### config.mk
export PLATFORM = sky130hd
export DESIGN_NAME = pd_heading_controller
export DESIGN_NICKNAME = d
export VERILOG_FILES = /design/src/rtl/core/pdh_pkg.sv /design/src/rtl/core/pdh_track.sv /design/src/rtl/core/pd_heading_controller.sv
export VERILOG_INCLUDE_DIRS = /design/src /design/src/rtl/core
export SDC_FILE = /design/constraint.sdc
export NUM_CORES = 2
export LEC_CHECK = 0
export BUFFER_PORTS_ARGS = -buffer_cell sky130_fd_sc_hd__buf_2
export CAP_MARGIN = 10
export CELL_PAD_IN_SITES_DETAIL_PLACEMENT = 0
export CELL_PAD_IN_SITES_GLOBAL_PLACEMENT = 2
export CORE_MARGIN = 4
export CORE_UTILIZATION = 35
export DETAILED_ROUTE_END_ITERATION = 12
export PLACE_DENSITY = 0.8
export RECOVER_POWER = 25
export SLEW_MARGIN = 20
export SYNTH_ARGS = -nofsm -noshare
export SYNTH_HDL_FRONTEND = slang
export SYNTH_HIERARCHICAL = 1
export SYNTH_SLANG_ARGS = --single-unit
### constraint.sdc
create_clock -name clk -period 14.6 [get_ports clk]
set_input_delay 0 -clock clk [delete_from_list [all_inputs] [get_ports clk]]
set_output_delay 0 -clock clk [all_outputs]
set_load 0.03 [all_outputs]
### src/rtl/core/assert_macros.svh
// assertion helpers, clocked on clk and disabled during rst
`ifndef ASSERT_MACROS_SVH
`define ASSERT_MACROS_SVH

// expression holds on every clock edge
`define PDH_ASSERT_ALWAYS(lbl, expr, msg) \
  lbl: assert property (@(posedge clk) disable iff (rst) (expr)) else $error(msg);

// antecedent on one edge implies consequent on the next
`define PDH_ASSERT_NEXT(lbl, ante, cons, msg) \
  lbl: assert property (@(posedge clk) disable iff (rst) (ante) |=> (cons)) else $error(msg);

`endif

### src/rtl/core/pdh_pkg.sv
`default_nettype none

package pdh_pkg;

  // move status as carried on the result
  typedef enum logic [1:0] {
    ST_RUN     = 2'd0,
    ST_SETTLED = 2'd1,
    ST_STALL   = 2'd2
  } status_t;

  // configuration register indexes
  typedef enum logic [2:0] {
    REG_TARGET       = 3'd0,
    REG_GAIN_PROP    = 3'd1,
    REG_GAIN_DERIV   = 3'd2,
    REG_SPEED_LIMIT  = 3'd3,
    REG_SETTLE_BAND  = 3'd4,
    REG_STALL_BAND   = 3'd5,
    REG_SETTLE_TICKS = 3'd6,
    REG_STALL_TICKS  = 3'd7
  } reg_index_t;

  localparam int HEADING_W = 16;
  localparam int GAIN_W    = 16;
  localparam int LIMIT_W   = 14;
  localparam int SBAND_W   = 15;
  localparam int TBAND_W   = 16;
  localparam int TICKS_W   = 9;
  localparam int DRIVE_W   = 15;
  localparam int ERR_OUT_W = 16;
  localparam int CFG_IDX_W = 3;
  localparam int CFG_W     = 16;
  localparam int OUT_DATA_W = 40;

  localparam logic [GAIN_W-1:0]  GAIN_PROP_RST    = 16'd256;
  localparam logic [LIMIT_W-1:0] SPEED_LIMIT_RST  = 14'd16383;
  localparam logic [SBAND_W-1:0] SETTLE_BAND_RST  = 15'd273;
  localparam logic [TBAND_W-1:0] STALL_BAND_RST   = 16'd55;
  localparam logic [TICKS_W-1:0] SETTLE_TICKS_RST = 9'd20;
  localparam logic [TICKS_W-1:0] STALL_TICKS_RST  = 9'd300;

  // outcome of the settle and stall tracking for one item
  typedef struct packed {
    status_t status;
    logic    run;
    logic    track;
  } track_out_t;

endpackage

`default_nettype wire

### src/rtl/core/pdh_track.sv
`default_nettype none

module pdh_track import pdh_pkg::*; #(
  parameter int ANGLE_BITS = 16,
  parameter int COUNT_BITS = 9
) (
  input  wire logic signed [ANGLE_BITS-1:0] err,
  input  wire logic signed [ANGLE_BITS:0]   diff,
  input  wire logic [COUNT_BITS-1:0]        settle_count,
  input  wire logic [COUNT_BITS-1:0]        stall_count,
  input  wire status_t                      status,
  input  wire logic [SBAND_W-1:0]           settle_band,
  input  wire logic signed [TBAND_W-1:0]    stall_band,
  input  wire logic [TICKS_W-1:0]           settle_ticks,
  input  wire logic [TICKS_W-1:0]           stall_ticks,
  output logic [COUNT_BITS-1:0]             settle_count_next,
  output logic [COUNT_BITS-1:0]             stall_count_next,
  output track_out_t                        result
);

  localparam int MW = (ANGLE_BITS > SBAND_W) ? ANGLE_BITS : SBAND_W;
  localparam int DW = ((ANGLE_BITS + 1) > TBAND_W) ? (ANGLE_BITS + 1) : TBAND_W;
  localparam int TW = (COUNT_BITS > TICKS_W) ? COUNT_BITS : TICKS_W;
  localparam logic [COUNT_BITS-1:0] COUNT_MAX = {COUNT_BITS{1'b1}};

  logic [ANGLE_BITS-1:0] mag;
  logic                  in_band;
  logic                  slow;
  logic                  settle_hit;
  logic                  stall_hit;
  logic [COUNT_BITS-1:0] settle_inc;
  logic [COUNT_BITS-1:0] stall_inc;

  // the most negative error wraps to its own magnitude as unsigned
  assign mag     = err[ANGLE_BITS-1] ? (~err + 1'b1) : err;
  assign in_band = MW'(mag) < MW'(settle_band);
  assign slow    = DW'(diff) < DW'(stall_band);

  assign settle_inc = (settle_count == COUNT_MAX) ? settle_count : settle_count + 1'b1;
  assign stall_inc  = (stall_count == COUNT_MAX) ? stall_count : stall_count + 1'b1;

  always_comb begin
    settle_count_next = settle_count;
    stall_count_next  = stall_count;
    result.status     = status;
    result.track      = (status == ST_RUN);
    settle_hit        = 1'b0;
    stall_hit         = 1'b0;
    if (status == ST_RUN) begin
      settle_count_next = in_band ? settle_inc : '0;
      settle_hit        = TW'(settle_count_next) >= TW'(settle_ticks);
      if (settle_hit) begin
        result.status = ST_SETTLED;
      end else begin
        stall_count_next = slow ? stall_inc : '0;
        stall_hit        = TW'(stall_count_next) >= TW'(stall_ticks);
        if (stall_hit) begin
          result.status = ST_STALL;
        end
      end
    end
    result.run = (result.status == ST_RUN);
  end

endmodule

`default_nettype wire

### src/rtl/core/pd_heading_controller.sv
// pd_heading_controller: heading pd loop with settle and stall exit
// path: an item passes the input register, error register, product register
// and result register; the error history closes in the input stage
// throughput: one item per cycle while the output is not stalled
// reset: clears stage valids, error history, counters and status to running,
// and loads every configuration register with its reset value
`default_nettype none

`include "assert_macros.svh"

module pd_heading_controller import pdh_pkg::*; #(
  parameter int ANGLE_BITS = 16,
  parameter int COUNT_BITS = 9
) (
  input  wire logic                    clk,
  input  wire logic                    rst,
  input  wire logic                    s_axis_tvalid,
  output logic                         s_axis_tready,
  input  wire logic [HEADING_W-1:0]    s_axis_tdata,  // heading_now
  input  wire logic [0:0]              s_axis_tuser,  // restart
  output logic                         m_axis_tvalid,
  input  wire logic                    m_axis_tready,
  output logic [OUT_DATA_W-1:0]        m_axis_tdata,  // motor_drive, move_status,
                                                      // heading_error, zero fill
  input  wire logic                    cfg_we,
  input  wire logic [CFG_IDX_W-1:0]    cfg_index,
  input  wire logic [CFG_W-1:0]        cfg_data
);

  localparam int A   = ANGLE_BITS;
  localparam int HW  = (A > HEADING_W) ? A : HEADING_W;
  localparam int EW  = (A > ERR_OUT_W) ? A : ERR_OUT_W;
  localparam int PPW = A + GAIN_W + 1;
  localparam int PDW = A + GAIN_W + 2;
  localparam int SW  = A + GAIN_W + 3;
  localparam int QW  = SW - 8;

  // configuration
  logic [HEADING_W-1:0]       target_heading;
  logic [GAIN_W-1:0]          gain_prop;
  logic [GAIN_W-1:0]          gain_deriv;
  logic [LIMIT_W-1:0]         speed_limit;
  logic [SBAND_W-1:0]         settle_band;
  logic signed [TBAND_W-1:0]  stall_band;
  logic [TICKS_W-1:0]         settle_ticks;
  logic [TICKS_W-1:0]         stall_ticks;

  // loop state
  logic signed [A-1:0]        last_error;
  logic [COUNT_BITS-1:0]      settle_count;
  logic [COUNT_BITS-1:0]      stall_count;
  status_t                    finish_state;

  // pipeline
  logic                       v1, v2, v3;
  logic                       en1, en2, en3;
  logic                       proc1;
  logic [HEADING_W-1:0]       heading_q;
  logic                       restart_q;

  logic signed [A-1:0]        err2;
  logic                       run2;
  status_t                    status2;
  logic signed [PPW-1:0]      prod_p;
  logic signed [PDW-1:0]      prod_d;

  logic signed [DRIVE_W-1:0]  drive_q;
  status_t                    status_q;
  logic [ERR_OUT_W-1:0]       herr_q;

  // stage 1 logic
  logic signed [A-1:0]        last_eff;
  logic [COUNT_BITS-1:0]      settle_eff;
  logic [COUNT_BITS-1:0]      stall_eff;
  status_t                    status_eff;
  logic [HW-1:0]              err_full;
  logic signed [A-1:0]        err1;
  logic signed [A:0]          diff1;
  logic [COUNT_BITS-1:0]      settle_count_next;
  logic [COUNT_BITS-1:0]      stall_count_next;
  track_out_t                 trk;
  logic signed [A:0]          diff2;

  // stage 3 logic
  logic signed [SW-1:0]       sum;
  logic signed [SW-1:0]       sum_adj;
  logic signed [QW-1:0]       quot;
  logic signed [QW-1:0]       lim_w;
  logic signed [DRIVE_W-1:0]  sat;
  logic signed [DRIVE_W-1:0]  drive_next;
  logic [EW-1:0]              err_ext;

  assign en3   = !v3 || m_axis_tready;
  assign en2   = !v2 || en3;
  assign en1   = !v1 || en2;
  assign proc1 = v1 && en2;

  assign s_axis_tready = en1;

  always_ff @(posedge clk) begin
    if (rst) begin
      target_heading <= '0;
      gain_prop      <= GAIN_PROP_RST;
      gain_deriv     <= '0;
      speed_limit    <= SPEED_LIMIT_RST;
      settle_band    <= SETTLE_BAND_RST;
      stall_band     <= STALL_BAND_RST;
      settle_ticks   <= SETTLE_TICKS_RST;
      stall_ticks    <= STALL_TICKS_RST;
    end else if (cfg_we) begin
      case (reg_index_t'(cfg_index))
        REG_TARGET:       target_heading <= cfg_data[HEADING_W-1:0];
        REG_GAIN_PROP:    gain_prop      <= cfg_data[GAIN_W-1:0];
        REG_GAIN_DERIV:   gain_deriv     <= cfg_data[GAIN_W-1:0];
        REG_SPEED_LIMIT:  speed_limit    <= cfg_data[LIMIT_W-1:0];
        REG_SETTLE_BAND:  settle_band    <= cfg_data[SBAND_W-1:0];
        REG_STALL_BAND:   stall_band     <= cfg_data[TBAND_W-1:0];
        REG_SETTLE_TICKS: settle_ticks   <= cfg_data[TICKS_W-1:0];
        REG_STALL_TICKS:  stall_ticks    <= cfg_data[TICKS_W-1:0];
        default: ;
      endcase
    end
  end

  // stage 1: restart applies before the sample is handled
  always_comb begin
    last_eff   = restart_q ? '0 : last_error;
    settle_eff = restart_q ? '0 : settle_count;
    stall_eff  = restart_q ? '0 : stall_count;
    status_eff = restart_q ? ST_RUN : finish_state;
  end

  assign err_full = HW'(target_heading) - HW'(heading_q);
  assign err1     = err_full[A-1:0];
  assign diff1    = (A+1)'(err1) - (A+1)'(last_eff);

  pdh_track #(
    .ANGLE_BITS(ANGLE_BITS),
    .COUNT_BITS(COUNT_BITS)
  ) u_track (
    .err               (err1),
    .diff              (diff1),
    .settle_count      (settle_eff),
    .stall_count       (stall_eff),
    .status            (status_eff),
    .settle_band       (settle_band),
    .stall_band        (stall_band),
    .settle_ticks      (settle_ticks),
    .stall_ticks       (stall_ticks),
    .settle_count_next (settle_count_next),
    .stall_count_next  (stall_count_next),
    .result            (trk)
  );

  always_ff @(posedge clk) begin
    if (rst) begin
      v1           <= 1'b0;
      last_error   <= '0;
      settle_count <= '0;
      stall_count  <= '0;
      finish_state <= ST_RUN;
    end else begin
      if (en1) begin
        v1 <= s_axis_tvalid;
      end
      if (proc1) begin
        settle_count <= settle_count_next;
        stall_count  <= stall_count_next;
        finish_state <= trk.status;
        last_error   <= trk.track ? err1 : last_eff;
      end
    end
  end

  always_ff @(posedge clk) begin
    if (s_axis_tvalid && en1) begin
      heading_q <= s_axis_tdata;
      restart_q <= s_axis_tuser[0];
    end
  end

  // stage 2: error and difference, then products
  always_ff @(posedge clk) begin
    if (rst) begin
      v2 <= 1'b0;
    end else if (en2) begin
      v2 <= v1;
    end
  end

  always_ff @(posedge clk) begin
    if (proc1) begin
      err2    <= err1;
      diff2   <= diff1;
      run2    <= trk.run;
      status2 <= trk.status;
    end
  end

  always_ff @(posedge clk) begin
    if (v2 && en3) begin
      prod_p <= PPW'(err2) * PPW'($signed({1'b0, gain_prop}));
      prod_d <= PDW'(diff2) * PDW'($signed({1'b0, gain_deriv}));
    end
  end

  // products lag err2 by one stage, so error, run and status move along with them
  logic signed [A-1:0]  err3;
  logic                 run3;
  status_t              status3;
  logic                 v2b;

  always_ff @(posedge clk) begin
    if (v2 && en3) begin
      err3    <= err2;
      run3    <= run2;
      status3 <= status2;
    end
  end

  // stage 3: sum, truncate toward zero, saturate, negate while running, else zero
  assign sum     = SW'(prod_p) + SW'(prod_d);
  assign sum_adj = sum[SW-1] ? (sum + SW'(255)) : sum;
  assign quot    = QW'(sum_adj >>> 8);
  assign lim_w   = QW'({1'b0, speed_limit});

  always_comb begin
    if (quot > lim_w) begin
      sat = DRIVE_W'(lim_w);
    end else if (quot < -lim_w) begin
      sat = DRIVE_W'(-lim_w);
    end else begin
      sat = DRIVE_W'(quot);
    end
    drive_next = run3 ? -sat : '0;
  end

  assign err_ext = EW'(err3);

  always_ff @(posedge clk) begin
    if (rst) begin
      v2b <= 1'b0;
      v3  <= 1'b0;
    end else begin
      if (en3) begin
        v2b <= v2;
      end
      if (!v3 || m_axis_tready) begin
        v3 <= v2b && en3;
      end
    end
  end

  always_ff @(posedge clk) begin
    if (v2b && en3) begin
      drive_q  <= drive_next;
      status_q <= status3;
      herr_q   <= err_ext[ERR_OUT_W-1:0];
    end
  end

  assign m_axis_tvalid = v3;
  assign m_axis_tdata  = {{(OUT_DATA_W - DRIVE_W - 2 - ERR_OUT_W){1'b0}},
                          herr_q, status_q, drive_q};

  `PDH_ASSERT_ALWAYS(a_done_zero, !(v3 && status_q != ST_RUN) || drive_q == '0,
    "finished move shows nonzero drive")
  `PDH_ASSERT_NEXT(a_status_hold, finish_state != ST_RUN && !(proc1 && restart_q),
    $stable(finish_state), "finished status changed without restart")
  `PDH_ASSERT_ALWAYS(a_ready_full, s_axis_tready || v1,
    "input stalled with an empty input register")

endmodule

`default_nettype wire
# Yosys cells after proc, flatten, opt, wreduce, memory -nomap -nowiden
# Index checks and enable logic that the tools add are counted.
[totals] ff_bits=323 latch_bits=0 ram_bits=0 mem_bits_ro=0 inputBits=41 output_inout_bits=42 wordCells=97 mem_count=0
[classes] addsub=9 mul=2 n_div=0 order_cmp=6 n_eq_ne=9 shift=0 mux=19 bitwise=1 n_reduce_logical=21
[ops] op="9-bit 2-to-1 mux" n=9
[ops] op="16-bit 2-to-1 mux" n=3
[ops] op="33-bit by 34-bit adder with 35-bit output" n=1
[ops] op="35-bit by 9-bit adder with 35-bit output (second input constant)" n=1
[ops] op="35-bit 2-to-1 mux" n=1
[ops] op="17-bit by 17-bit multiplier with 34-bit output" n=1
[ops] op="16-bit by 17-bit multiplier with 33-bit output" n=1
[ops] op="15-bit 2-to-1 mux" n=2
[ops] op="27-bit by 15-bit greater-than comparator with 1-bit output" n=1
[ops] op="27-bit < comparator" n=1
[ops] op="14-bit negator with 27-bit output" n=1
[ops] op="9-bit by 1-bit adder with 9-bit output (second input constant)" n=2
[ops] op="9-bit == test (second input constant)" n=2
[ops] op="9-bit >= comparator" n=2
[ops] op="17-bit by 16-bit < comparator with 1-bit output" n=1
[ops] op="16-bit by 16-bit subtractor with 17-bit output" n=1
[ops] op="16-bit by 1-bit adder with 16-bit output (second input constant)" n=1
[ops] op="16-bit by 15-bit < comparator with 1-bit output" n=1
[ops] op="16-bit NOT" n=1
[ops] op="2-bit AND reduction" n=8
[ops] op="16-bit subtractor" n=1
[ops] op="15-bit negator" n=1
[ops] op="3-bit == test (second input constant)" n=4
[ops] op="2-bit 2-to-1 mux" n=4
[ops] op="7 further kinds" n=16

# Depth between registers and ports, before layout
[depth] word_depth=10 depth_mapped=38 ltp_nobuf=37

# Cells and area by module
# Netlist, hierarchy kept.
[modules_own_cells] mod="pd_heading_controller" n_inst=1 cells_each=3951 area_each_um2=35906.9 seq_area_each_um2=8187.9
[modules_own_cells] mod="pdh_track" n_inst=1 cells_each=347 area_each_um2=2306.0 seq_area_each_um2=0.0

# Least setup slack after synthesis
# No wires, ideal clock.
[synth_timing] path_type="register to register" from="register prod_p[0]" to="register drive_q[14] (data pin)" setup_time_ns=0.256 t_arrival_ns=6.974 t_required_ns=14.344 slack_ns=7.371 path_stages_with_launch=29 n_path_buf=2 period_less_slack_ns=7.229 cell_sequence="edfxtp_1 > ha_1 > fa_1 > a21oi_1 > o21a_1 > o211ai_4 > a21o_1 > a211oi_1 > nand4_1 > nor4_1 > and2_1 > xor2_1 > ha_1 > or3_1 > a211oi_1 > o21ai_0 > o311ai_0 > a2bb2oi_1 > a31oi_1 > o22ai_2 > clkbuf_1 > buf_1 > nor2_1 > o21ai_0 > ha_1 > o221ai_2 > a2111oi_4 > a31oi_1 > a41o_1"
[synth_via] elab_chain_cells=7 word_cells_on_any_way=8 classes_between="add/sub: 3; order compare: 2; mux: 3"
[synth_lines] element="start: declaration" line="pd_heading_controller.sv:64" text="logic signed [PPW-1:0] prod_p;"
[synth_lines] element="start signal: assignment" line="pd_heading_controller.sv:202" text="prod_p <= PPW'(err2) * PPW'($signed({1'b0, gain_prop}));"
[synth_lines] element="33-bit by 34-bit adder with 35-bit output *" line="pd_heading_controller.sv:222" text="assign sum = SW'(prod_p) + SW'(prod_d);"
[synth_lines] element="35-bit by 9-bit adder with 35-bit output" line="pd_heading_controller.sv:223" text="assign sum_adj = sum[SW-1] ? (sum + SW'(255)) : sum;"
[synth_lines] element="35-bit 2-to-1 mux *" line="pd_heading_controller.sv:223"
[synth_lines] element="27-bit < comparator" line="pd_heading_controller.sv:230" text="end else if (quot < -lim_w) begin"
[synth_lines] element="15-bit 2-to-1 mux" line="pd_heading_controller.sv:230"
[synth_lines] element="15-bit 2-to-1 mux *" line="pd_heading_controller.sv:228" text="if (quot > lim_w) begin"
[synth_lines] element="15-bit negator *" line="pd_heading_controller.sv:235" text="drive_next = run3 ? -sat : '0;"
[synth_lines] element="end signal: assignment" line="pd_heading_controller.sv:256" text="drive_q <= drive_next;"
[synth_lines] element="end: declaration" line="pd_heading_controller.sv:67" text="logic signed [DRIVE_W-1:0] drive_q;"
# Mark *: on every way between the ends. The rest lies on a longest branch, timed or not.
# A chain may end at the register's enable or synchronous reset.

==> results.sh <==
export IMPL_avgSynthCellArea_um2=8.89
export IMPL_dr_pass1_iters=5
export IMPL_routed_wl_um=105000
export IMPL_power_total_w=0.00327
export IMPL_tightest_slew_ns=1.77
export IMPL_start_util=0.354
export IMPL_drv_cap=1
export IMPL_power_frac_comb=0.339
export IMPL_final_util=0.387
export IMPL_dpl_hpwl_um=81600
export IMPL_worstSetupStartpointType="flip-flop"
export IMPL_vias=28500
export IMPL_core_area_mm2=0.108
export IMPL_crit_path_frequent_cell="o21ai_0"
export IMPL_p_seq_frac=0.331
export IMPL_synth_distinct_cells=106
export IMPL_port_buffers=75
export IMPL_fill_cells=11000
export IMPL_design_die_area_mm2=0.115
export IMPL_finalMaxSlewViolations=38
export IMPL_p_switching_w=0.00119
export IMPL_drc=0
export IMPL_ant_nets=0
export IMPL_hp_class="input port to flip-flop"
export IMPL_fp_dieW_um=338
export IMPL_setup_tns_ns=0
export IMPL_fin_crit_sh=0.575
export IMPL_area_growth_pct=9.08
export IMPL_async_flop_share=0
export IMPL_cts_buffers=41
export IMPL_drtIter0Drc=1426
export IMPL_powerDensity_mw_per_mm2=78.4
export IMPL_clockRootBuffer="clkbuf_16"
export IMPL_grt_first_pass_wirelength_um=172000
export IMPL_ys_ff_latch=323
export IMPL_arrival_ns=8.77
export IMPL_slew_headroom=-0.182
export IMPL_cp_required_ns=14.97
export IMPL_grt_max_degree=85
export IMPL_wire_per_inst_um=18.3
export IMPL_finalNetCount=5207
export IMPL_grt_pass1_vias=30100
export IMPL_placed_area_mm2=0.0400
export IMPL_min_from="cfg_index[1]"
export IMPL_skew_ns=0.0471
export IMPL_outcome="complete, but fails checks"
export IMPL_cp_startpoint="restart_q"
export IMPL_clk_pin_slew_ns=0.06
export IMPL_grt_antenna_before_repair=4
export IMPL_place_congestion=0.856
export IMPL_ys_seq_area_frac=0.214
export IMPL_pwr_share_clk=0.330
export IMPL_cts_tree="built"
export IMPL_crit_type="flip-flop to flip-flop"
export IMPL_timing_rr_start="restart_q"
export IMPL_hold_viol=0
export IMPL_die_h_um=338
export IMPL_clk_path_buf_depth=3
export IMPL_rsz0062_at_grt="no"
export IMPL_synthCells=4298
export IMPL_swShare=0.364
export IMPL_p_int_w=0.00208
export IMPL_min_period_ns=8.40
export IMPL_slowest_delay_ns=1.27
export IMPL_synth_edf_count=172
export IMPL_irDropWorstVdd_mv=0.0888
export IMPL_regArea_mm2=0.00819
export IMPL_whs_ns=0.0352
export IMPL_synth_flop_cell="edfxtp_1"
export IMPL_cts_sinks=323
export IMPL_clk_latency_ns=0.62
export IMPL_drive_gt1_frac=0.0436
export IMPL_path_max_fanout=37
export IMPL_violations="capacitance limit, slew limit"
export IMPL_max_freq_mhz=119
export IMPL_htreeDepth=2
export IMPL_yosys_warnings=6
export IMPL_leakagePower_nw=18.5
export IMPL_cp_end_kind="flip-flop"
export IMPL_setup_viol=0
export IMPL_synth_area_mm2=0.0382
export IMPL_crit_slowest_cell="clkbuf_1"
export IMPL_io_pins=83
export IMPL_grt_ovfl_total=0
export IMPL_num_rows=120
export IMPL_design_area_mm2=0.0417
export IMPL_track_usage=0.187
export IMPL_multi_input_area_mm2=0.0268
export IMPL_viasPerCell=4.95
==> kinds of logic (layout without fill, tap and decap cells) <==
family | Yosys count | after routing | synth area share
multiplexers | 16 | 16 | 0.00432
flip-flops | 323 | 323 | 0.214
other | 1 | 10 | 0.0000981
AO/OA/AOI/OAI | 605 | 605 | 0.102
buffers and inverters | 864 | 916 | 0.0864
XOR/XNOR | 153 | 153 | 0.0355
AND/OR/NAND/NOR | 1494 | 1494 | 0.188
adder cells (fa/ha/maj) | 842 | 842 | 0.369
==> critical path, delay by kind of cell, from the launching register on <==
family | cells | cell delay [ns]
compound gates | 20 | 3.76
fa+ha+maj | 4 | 1.35
buf+inv | 1 | 1.27
simple gates | 5 | 1.18
flops | 1 | 0.32
mux | 1 | 0.28
==> stage by stage <==
step | cells | worst slack (ns)
floorplan | 4304 | 7.37
global placement | 5646 | 6.91
detailed placement | 5646 | 6.70
CTS | 5759 | 6.66
global route | 5759 | 5.29
finish | 5762 | 6.20
==> flip-flops by register name, indices dropped and copies added (netlist names), 9 cells and up <==
register,count
drive_q,15
err2,16
diff2,17
target_heading,16
heading_q,16
gain_deriv,16
settle_count,9
stall_ticks,9
last_error,16
speed_limit,14
prod_p,33
stall_count,9
prod_d,34
gain_prop,16
stall_band,16
settle_band,15
err3,16
herr_q,16
settle_ticks,9
==> cell type report <==
type / count / area share
Multi-Input combinational cell: 3117 / 0.642
Sequential cell: 323 / 0.196
Inverter: 693 / 0.0624
Tap cell: 1403 / 0.0421
Clock buffer: 52 / 0.0266
Timing Repair Buffer: 148 / 0.0227
Clock inverter: 23 / 0.00735
Antenna cell: 3 / 0.000180
==> timing repair <==
| action | in CTS | in global routing |
|---|---|---|
| resized for setup | 0 | 0 |
| endpoints found under the hold margin | 161 | 0 |
| hold buffers | 38 | 0 |
| buffers inserted | 0 | 0 |
==> worst paths after layout <==
path | to | slack, ns | cells after the start
worst max-delay path | run2 | 6.20 | 31
worst min-delay path | settle_ticks[5] | 0.04 | 5
worst max register to register | run2 | 6.20 | 31
worst min register to register | herr_q[4] | 0.42 | 0
==> synthesized netlist by cell type (43+ instances only) <==
cell | n | area share
o21ai_0 | 92 | 0.012
fa_1 | 476 | 0.25
nand3_1 | 60 | 0.0079
and2_1 | 229 | 0.037
xor2_1 | 43 | 0.0099
nand2_1 | 694 | 0.068
dfxtp_1 | 151 | 0.079
edfxtp_1 | 172 | 0.14
ha_1 | 366 | 0.12
xnor2_1 | 108 | 0.025
nor3_1 | 72 | 0.0094
nor2_1 | 179 | 0.018
clkbuf_1 | 141 | 0.014
inv_1 | 691 | 0.068
a21oi_1 | 237 | 0.031
nand2b_1 | 48 | 0.0079
==> cell usage in the layout (no fill, tap or decap), types with 48 or more instances in the layout <==
| cell | n |
|---|---|
| edfxtp_1 | 172 |
| clkbuf_1 | 52 |
| nand2_1 | 694 |
| nor3_1 | 71 |
| dfxtp_1 | 151 |
| nand2b_1 | 48 |
| a21oi_1 | 237 |
| and2_1 | 227 |
| fa_1 | 476 |
| nand3_1 | 60 |
| o21ai_0 | 92 |
| inv_1 | 690 |
| xnor2_1 | 108 |
| ha_1 | 366 |
| nor2_1 | 178 |
==> metal layers <==
layer | part of all wire | GRT usage | up-vias
li1 | - | - | 13900
met1 | 0.48 | 0.259 | 14100
met2 | 0.47 | 0.318 | 435
met3 | 0.036 | 0.0223 | 95
met4 | 0.016 | 0.0315 | 2
met5 | 0.000076 | 0 | -
==> power by group through the flow <==
stage                     clock (W)  combinational (W)  sequential, W
after floorplan                   0           0.000819        0.00106
after global placement            0            0.00111        0.00110
after detailed placement          0            0.00111        0.00110
after CTS                   0.00112            0.00113        0.00108
after global routing        0.00115            0.00126        0.00109
final                       0.00108            0.00111        0.00108
(Power assumes the default switching activity.)
